## config.mk

```make
export PLATFORM = sky130hd
export DESIGN_NAME = dotted_decimal_address_validator
export DESIGN_NICKNAME = d
export VERILOG_FILES = /design/src/rtl/core/dda_pkg.sv /design/src/rtl/core/dotted_decimal_address_validator.sv
export VERILOG_INCLUDE_DIRS = /design/src /design/src/rtl/core
export SDC_FILE = /design/constraint.sdc
export NUM_CORES = 1
export LEC_CHECK = 0
export BUFFER_PORTS_ARGS = -buffer_cell sky130_fd_sc_hd__clkbuf_2
export CAP_MARGIN = 40
export CORE_UTILIZATION = 63
export DETAILED_ROUTE_END_ITERATION = 12
export PLACE_DENSITY = 0.82
export SYNTH_ARGS = -nofsm -noshare
export SYNTH_HDL_FRONTEND = slang
export SYNTH_SLANG_ARGS = --single-unit
```

## constraint.sdc

```tcl
create_clock -name clock -period 10.7 [get_ports clock]
set_clock_uncertainty 0.05 [all_clocks]
set_input_delay 1.605 -clock clock [delete_from_list [all_inputs] [get_ports clock]]
set_output_delay 1.605 -clock clock [all_outputs]
set_load 0.01 [all_outputs]
```

## src/rtl/core/dotted_decimal_address_validator_defines.svh

```systemverilog
// Assertion macros shared by the address validator RTL.
// Needs nothing else; files that assert include it by name.
`ifndef DOTTED_DECIMAL_ADDRESS_VALIDATOR_DEFINES_SVH
`define DOTTED_DECIMAL_ADDRESS_VALIDATOR_DEFINES_SVH

// Same-cycle implication, disabled while reset is high.
`define DDAV_ASSERT_NOW(label, clk, rst, ante, cons, msg) \
   label: assert property (@(posedge clk) disable iff (rst) (ante) |-> (cons)) \
      else $error(msg);

// Next-cycle implication, disabled while reset is high.
`define DDAV_ASSERT_NEXT(label, clk, rst, ante, cons, msg) \
   label: assert property (@(posedge clk) disable iff (rst) (ante) |=> (cons)) \
      else $error(msg);

`endif

```

## src/rtl/core/dda_pkg.sv

```systemverilog
`timescale 1ns / 1ps
// Shared constants and types for the dotted-decimal address validator.
// Has no dependencies.
package dda_pkg;

   localparam int unsigned CHAR_W  = 8;
   localparam int unsigned VALUE_W = 9;
   localparam int unsigned TOTAL_W = 3;
   localparam int unsigned PROD_W  = 13;

   localparam logic [CHAR_W-1:0]  SEPARATOR_RESET = 8'h40;
   localparam logic [CHAR_W-1:0]  FIELD_MAX_RESET = 8'd255;
   localparam logic [TOTAL_W-1:0] FIELDS_REQ_RESET = 3'd4;

   localparam logic [CHAR_W-1:0]  CHAR_ZERO = 8'h30;
   localparam logic [CHAR_W-1:0]  CHAR_NINE = 8'h39;

   localparam logic [VALUE_W-1:0] VALUE_SAT = 9'd511;
   localparam logic [TOTAL_W-1:0] TOTAL_SAT = 3'd7;

   typedef enum logic [1:0] {
      CSR_SEPARATOR  = 2'd0,
      CSR_FIELD_MAX  = 2'd1,
      CSR_FIELDS_REQ = 2'd2
   } csr_index_type;

endpackage

```

## src/rtl/core/dotted_decimal_address_validator.sv

```systemverilog
`timescale 1ns / 1ps
// Dotted-decimal address validator: checks a character stream word by word.
// Depends on dda_pkg and dotted_decimal_address_validator_defines.svh.
//
//   Channel | Direction | Beat contents
//   --------+-----------+----------------------------------------------
//   req_    | in        | tdata[7:0] char_in, tlast word_end
//   rsp_    | out       | tdata[0] address_ok, tdata[7:1] zero
//   csr_    | in        | index 0 separator, 1 field max, 2 field count
//
// One character beat is taken every cycle while req_tready is high; a word's
// verdict reaches rsp_ through the input register and the result register.
// Each beat passes the input register, then one update of the word state that
// feeds the result register.
// Reset is synchronous; there is no clearing pass.
// While rsp_tready is low a waiting verdict holds; a last character then
// waits in the input register, and req_tready drops until the verdict is taken.
`include "dotted_decimal_address_validator_defines.svh"

module dotted_decimal_address_validator (
   input  logic       clock,
   input  logic       reset,
   input  logic       req_tvalid,
   output logic       req_tready,
   input  logic [7:0] req_tdata,   // [7:0] char_in
   input  logic       req_tlast,
   output logic       rsp_tvalid,
   input  logic       rsp_tready,
   output logic [7:0] rsp_tdata,   // [0] address_ok, [7:1] zero
   input  logic       csr_valid,
   output logic       csr_ready,
   input  logic [1:0] csr_index,
   input  logic [7:0] csr_data
);

   logic [dda_pkg::CHAR_W-1:0]  separator_ff;
   logic [dda_pkg::CHAR_W-1:0]  field_max_ff;
   logic [dda_pkg::TOTAL_W-1:0] fields_req_ff;

   logic                        s1_valid_ff, s1_valid_in;
   logic [dda_pkg::CHAR_W-1:0]  s1_char_ff;
   logic                        s1_last_ff;
   logic                        s1_fire;
   logic                        req_accept;

   logic [dda_pkg::VALUE_W-1:0] field_value_ff, field_value_in;
   logic [dda_pkg::TOTAL_W-1:0] field_total_ff, field_total_in;
   logic                        has_digit_ff, has_digit_in;
   logic                        lead_zero_ff, lead_zero_in;
   logic                        word_bad_ff, word_bad_in;

   logic [dda_pkg::VALUE_W-1:0] value_n;
   logic [dda_pkg::TOTAL_W-1:0] total_n;
   logic                        has_digit_n, lead_zero_n, bad_n;
   logic                        is_sep, is_digit;
   logic [3:0]                  digit;
   logic [dda_pkg::PROD_W-1:0]  prod;
   logic                        word_ok;

   logic                        rsp_valid_ff, rsp_valid_in;
   logic                        rsp_ok_ff, rsp_ok_in;

   assign csr_ready = 1'b1;

   always_ff @(posedge clock) begin
      if (reset) begin
         separator_ff  <= dda_pkg::SEPARATOR_RESET;
         field_max_ff  <= dda_pkg::FIELD_MAX_RESET;
         fields_req_ff <= dda_pkg::FIELDS_REQ_RESET;
      end else if (csr_valid) begin
         unique case (dda_pkg::csr_index_type'(csr_index))
            dda_pkg::CSR_SEPARATOR:  separator_ff  <= csr_data;
            dda_pkg::CSR_FIELD_MAX:  field_max_ff  <= csr_data;
            dda_pkg::CSR_FIELDS_REQ: fields_req_ff <= csr_data[dda_pkg::TOTAL_W-1:0];
            default: ;
         endcase
      end
   end

   assign s1_fire    = s1_valid_ff && (!s1_last_ff || !rsp_valid_ff || rsp_tready);
   assign req_tready = !s1_valid_ff || s1_fire;
   assign req_accept = req_tvalid && req_tready;

   always_comb begin
      s1_valid_in = s1_valid_ff;
      if (req_accept) begin
         s1_valid_in = 1'b1;
      end else if (s1_fire) begin
         s1_valid_in = 1'b0;
      end
   end

   always_ff @(posedge clock) begin
      if (reset) begin
         s1_valid_ff <= 1'b0;
      end else begin
         s1_valid_ff <= s1_valid_in;
      end
   end

   always_ff @(posedge clock) begin
      if (req_accept) begin
         s1_char_ff <= req_tdata;
         s1_last_ff <= req_tlast;
      end
   end

   // The separator wins over a digit when both match the same byte.
   assign is_sep   = (s1_char_ff == separator_ff);
   assign is_digit = !is_sep && (s1_char_ff >= dda_pkg::CHAR_ZERO)
                     && (s1_char_ff <= dda_pkg::CHAR_NINE);
   assign digit    = s1_char_ff[3:0];
   assign prod     = {1'b0, field_value_ff, 3'b000} + {3'b000, field_value_ff, 1'b0}
                     + {{(dda_pkg::PROD_W-4){1'b0}}, digit};

   always_comb begin
      value_n     = field_value_ff;
      total_n     = field_total_ff;
      has_digit_n = has_digit_ff;
      lead_zero_n = lead_zero_ff;
      bad_n       = word_bad_ff;
      priority if (is_sep) begin
         if (!has_digit_ff || field_total_ff == dda_pkg::TOTAL_SAT) begin
            bad_n = 1'b1;
         end
         if (field_total_ff != dda_pkg::TOTAL_SAT) begin
            total_n = field_total_ff + 3'd1;
         end
         value_n     = '0;
         has_digit_n = 1'b0;
         lead_zero_n = 1'b0;
      end else if (is_digit) begin
         if (lead_zero_ff) begin
            bad_n = 1'b1;
         end
         lead_zero_n = !has_digit_ff && (digit == 4'd0);
         if (prod > {4'b0000, dda_pkg::VALUE_SAT}) begin
            value_n = dda_pkg::VALUE_SAT;
         end else begin
            value_n = prod[dda_pkg::VALUE_W-1:0];
         end
         has_digit_n = 1'b1;
         if (value_n > {1'b0, field_max_ff}) begin
            bad_n = 1'b1;
         end
      end else begin
         bad_n = 1'b1;
      end
   end

   assign word_ok = !bad_n && has_digit_n
                    && ({1'b0, total_n} + 4'd1 == {1'b0, fields_req_ff});

   always_comb begin
      field_value_in = field_value_ff;
      field_total_in = field_total_ff;
      has_digit_in   = has_digit_ff;
      lead_zero_in   = lead_zero_ff;
      word_bad_in    = word_bad_ff;
      if (s1_fire) begin
         if (s1_last_ff) begin
            field_value_in = '0;
            field_total_in = '0;
            has_digit_in   = 1'b0;
            lead_zero_in   = 1'b0;
            word_bad_in    = 1'b0;
         end else begin
            field_value_in = value_n;
            field_total_in = total_n;
            has_digit_in   = has_digit_n;
            lead_zero_in   = lead_zero_n;
            word_bad_in    = bad_n;
         end
      end
   end

   always_ff @(posedge clock) begin
      if (reset) begin
         field_value_ff <= '0;
         field_total_ff <= '0;
         has_digit_ff   <= 1'b0;
         lead_zero_ff   <= 1'b0;
         word_bad_ff    <= 1'b0;
      end else begin
         field_value_ff <= field_value_in;
         field_total_ff <= field_total_in;
         has_digit_ff   <= has_digit_in;
         lead_zero_ff   <= lead_zero_in;
         word_bad_ff    <= word_bad_in;
      end
   end

   always_comb begin
      rsp_valid_in = rsp_valid_ff;
      rsp_ok_in    = rsp_ok_ff;
      if (s1_fire && s1_last_ff) begin
         rsp_valid_in = 1'b1;
         rsp_ok_in    = word_ok;
      end else if (rsp_tready) begin
         rsp_valid_in = 1'b0;
      end
   end

   always_ff @(posedge clock) begin
      if (reset) begin
         rsp_valid_ff <= 1'b0;
      end else begin
         rsp_valid_ff <= rsp_valid_in;
      end
   end

   always_ff @(posedge clock) begin
      rsp_ok_ff <= rsp_ok_in;
   end

   assign rsp_tvalid = rsp_valid_ff;
   assign rsp_tdata  = {7'b0000000, rsp_ok_ff};

   `DDAV_ASSERT_NEXT(a_word_end_clears, clock, reset, s1_fire && s1_last_ff,
      field_total_ff == '0 && !word_bad_ff && !has_digit_ff && !lead_zero_ff,
      "Word state not cleared after the last character.")
   `DDAV_ASSERT_NEXT(a_verdict_loaded, clock, reset, s1_fire && s1_last_ff,
      rsp_valid_ff, "Verdict not presented after the last character.")
   `DDAV_ASSERT_NOW(a_lead_zero_value, clock, reset, lead_zero_ff,
      has_digit_ff && field_value_ff == '0, "Leading-zero flag with a nonzero field.")
   `DDAV_ASSERT_NOW(a_empty_field_value, clock, reset, !has_digit_ff,
      field_value_ff == '0, "Field value held without any digit.")

endmodule
```

==> reports/summary.log <==
qor: outcome.result_of_the_run completed
qor: final_layout.finalInstanceArea 0.003053 sq mm
qor: critical_path.startpoint s1_char_ff[3]
qor: route.wl_final 5342 um
qor: synthesis.synth-seq-cells 46
qor: timing.worst-slew-pin-transition 947.7 ps
qor: synthesis.asyncSetResetFlopFracSynth 0
qor: clocking.worst_skew_pair.late_latency 310 ps
qor: synthesis.syn-instance-count 305
qor: critical_path.timing.setup.critical_path_class flop to flop
qor: clocking.ctsLongestPathBuffers 2
qor: clocking.ctsHtreeMaxLevel 2
qor: synthesis.fraction_of_the_mapped_netlist_area_in_compound_gates 0.1534
qor: critical_path.critical_path.max_fanout 11
qor: clocking.tritoncts_clock_tree built
qor: final_layout.layout.cells.most_common sky130_fd_sc_hd__dfxtp_1
qor: power.powerDensity 108.4 mW/mm^2
qor: route.avgRoutedWirePerCell 14.06 um
qor: synthesis.mappedNetlistArea 0.002839 sq mm
qor: grt.gr-usage-all-layers 0.2418
qor: synthesis.synth_sequential_area_ratio 0.3596
qor: timing.hold_slack 426.0 ps
qor: floorplan.design.die.area 0.004779 sq mm
qor: critical_path.critPathSlowestCell sky130_fd_sc_hd__fa_1
qor: clocking.cts.hold.buffers_added 0
qor: grt.first_global_vias 2,068
qor: critical_path.critical_path.reg2reg.endpoint rsp_ok_ff
qor: synthesis.synth_mux_area_frac 0.04363
qor: critical_path.cp.arrival 4710 ps
qor: final_layout.final.fill_count 351
qor: synthesis.synth.distinct_cells 51
qor: grt.grt_overflow_total 0
qor: floorplan.die_w 69.13 um
qor: critical_path.setup.reg_to_reg.worst_slack 6050 ps
qor: final_layout.drive_gt1_frac 0.1433
qor: clocking.cts_setup_buffers 0
qor: critical_path.path_cells inv_1 > fa_1 > inv_1 > fa_1 > a21o_1 > a221oi_4 > or3_1 > nand4_1 > nor3b_1 > inv_1 > ha_1 > nand4_1 > nor2_1 > a32oi_1 > nor3_1 > nand4_1 > nor4_1
qor: timing.unrepaired_setup_endpoints_after_global_routing no
qor: clocking.cts-root-buf sky130_fd_sc_hd__clkbuf_8
qor: synthesis.synth_xor_area_frac 0.05245
qor: critical_path.worst_setup_path_end_kind flop
qor: clocking.clkSinkCount 46
qor: final_layout.area_growth_syn_to_layout 7.536%
qor: timing.timing.final.crit_share 0.4345
qor: route.dr.first_iter.drc_count 75
qor: clocking.clkTransAtPathRegs 90 ps
qor: synthesis.synth-adder-area-share 0.1331
qor: final_layout.final_nets 380
qor: timing.setup_violations 0
qor: route.final_antenna_net_count 0
qor: place.postPlaceCellArea 0.002958 sq mm
qor: critical_path.worst_setup_path_endpoint rsp_ok_ff
qor: timing.maxSlewViolCount 0
qor: synthesis.post_synth_and_or_nand_nor_area_fraction 0.1900
qor: grt.grt_antenna_before_repair 0
qor: synthesis.avgSynthCellArea 9.308 sq um
qor: synthesis.synthFlopType sky130_fd_sc_hd__dfxtp_1
qor: clocking.cts-resized-gates 0
qor: timing.achievable-frequency 215.1 MHz
qor: clocking.clock_buffers_created_by_tritoncts 5
qor: synthesis.yosys.area.top_type sky130_fd_sc_hd__dfxtp_1
qor: synthesis.synth-edff-count 10
qor: route.drcViolationCount 0
qor: timing.fin_tns_setup 0 ps
qor: route.detail_route.vias_per_cell 5.813
qor: critical_path.start_kind flop
qor: synthesis.synthDominantCellAreaShare 0.2539
qor: run.maxCapViolations 0
qor: place.portBuffers 26
qor: power.power.ir.vdd_worst 86.45 uV
qor: place.final_hpwl_from_detailed_placement 4198 um
qor: critical_path.slowest_delay 530 ps
qor: timing.layout_min_cycle_time 4649 ps
qor: grt.grt_max_degree 31
qor: route.dr_total_vias 2,209
qor: synthesis.synth_top_family_by_area simple AND/OR/NAND/NOR gates
qor: floorplan.core_region_area 0.004354 sq mm
qor: route.drt_first_pass_iters 4
qor: floorplan.die_h 69.13 um
qor: floorplan.floorplan.io_pins 35
qor: critical_path.cell_count_of_the_worst_reg_to_reg_path 17
qor: final_layout.diodes 0
qor: final_layout.mostFrequentLayoutCells sky130_fd_sc_hd__dfxtp_1, sky130_fd_sc_hd__ha_1, sky130_fd_sc_hd__nand2_1, sky130_fd_sc_hd__clkbuf_2, sky130_fd_sc_hd__nor2_1
qor: critical_path.worstPathRequired 10,760 ps
qor: synthesis.ys.warnings.count 0
qor: timing.fin_ws 6051 ps
qor: synthesis.synth.top_cells.by_area sky130_fd_sc_hd__dfxtp_1, sky130_fd_sc_hd__ha_1, sky130_fd_sc_hd__edfxtp_1, sky130_fd_sc_hd__xnor2_1, sky130_fd_sc_hd__nand2_1
qor: hold_path.min_path_type flop to flop
qor: timing.timing.max_slew.rel_slack 0.3624
qor: place.place_congestion 0.8776
qor: floorplan.start_util 0.6520
qor: power.power 330.9 uW
qor: power.power.static_leakage 0.001411 uW
qor: floorplan.placementRows 24
qor: timing.timing.final.hold_violations 0
qor: grt.grt_pass1_wl 9349 um
qor: place.pre_cts_slack 6103 ps
qor: critical_path.worst_r2r_startpoint s1_char_ff[3]
-- per-stage QoR --
stage               std cells  utilization
floorplan                 311            -
global placement          371       0.6776
detailed placement        372       0.6793
CTS                       380       0.7011
global route              380       0.7011
finish                    380       0.7011
-- cell usage after synthesis (all sizes together), types with 8 or more instances --
library cell   n
or3            8
mux2i          9
nand2         26
nor2          20
dfxtp         36
a21oi         17
buf           13
nand3b         9
edfxtp        10
ha            27
xnor2         15
o21ai         10
inv           19
-- registers in the layout (all words and copies together) (netlist names) --
signal          flops
field_max_ff        8
field_total_ff      3
field_value_ff      9
fields_req_ff       3
has_digit_ff        1
lead_zero_ff        1
rsp_ok_ff           1
rsp_tvalid          1
s1_char_ff          8
s1_last_ff          1
s1_valid_ff         1
separator_ff        8
word_bad_ff         1
-- kinds of logic after synthesis --
kind of cell,Yosys count
AND/OR/NAND/NOR,100
AO/OA/AOI/OAI,61
flip-flops,46
buffers and inverters,38
adder cells (fa/ha/maj),29
XOR/XNOR,17
multiplexers,12
other,2
-- area by class of cell --
type / count / area, sq um / share of cell area
inverter: 19 / 71.32 / 0.02336
multi-input combinational: 227 / 1655 / 0.5422
timing repair buffer: 28 / 145.1 / 0.04754
clock inverter: 1 / 8.758 / 0.002869
sequential: 46 / 1021 / 0.3344
clock buffer: 7 / 86.33 / 0.02828
tap: 52 / 65.06 / 0.02131
-- routing by layer --
layer | global-route usage | part of all wire | vias up
li1 | - | - | 1115
met1 | 0.3029 | 0.47 | 1048
met2 | 0.4207 | 0.49 | 39
met3 | 0.04971 | 0.028 | 7
met4 | 0.06576 | 0.011 | 0
met5 | 0 | 0 | -
-- power by group --
part	internal, uW	leakage [uW]	switching [uW]
Clock	53.4	0.0000489	58.6
Combinational	14.6	0.000971	17.1
Sequential	183	0.000391	4.22
-- worst max-delay path: cells and delay by family, from the launching register on --
| family | cells | cell delay [ps] |
|---|---|---|
| compound gates | 3 | 660 |
| fa+ha+maj | 3 | 1310 |
| buf+inv | 3 | 230 |
| flops | 1 | 420 |
| simple gates | 8 | 1780 |
-- worst min path at each step --
stage                 startpoint  cells past startpoint           endpoint
2_1_floorplan    field_max_ff[6]                      2    field_max_ff[6]
3_3_place_gp     field_max_ff[1]                      2    field_max_ff[1]
3_5_place_dp     field_max_ff[7]                      2    field_max_ff[7]
4_1_cts          field_max_ff[7]                      2    field_max_ff[7]
5_1_grt        field_value_ff[0]                      1  field_value_ff[0]
6_report         field_max_ff[7]                      2    field_max_ff[7]
Power figures use the tool's default switching activity.
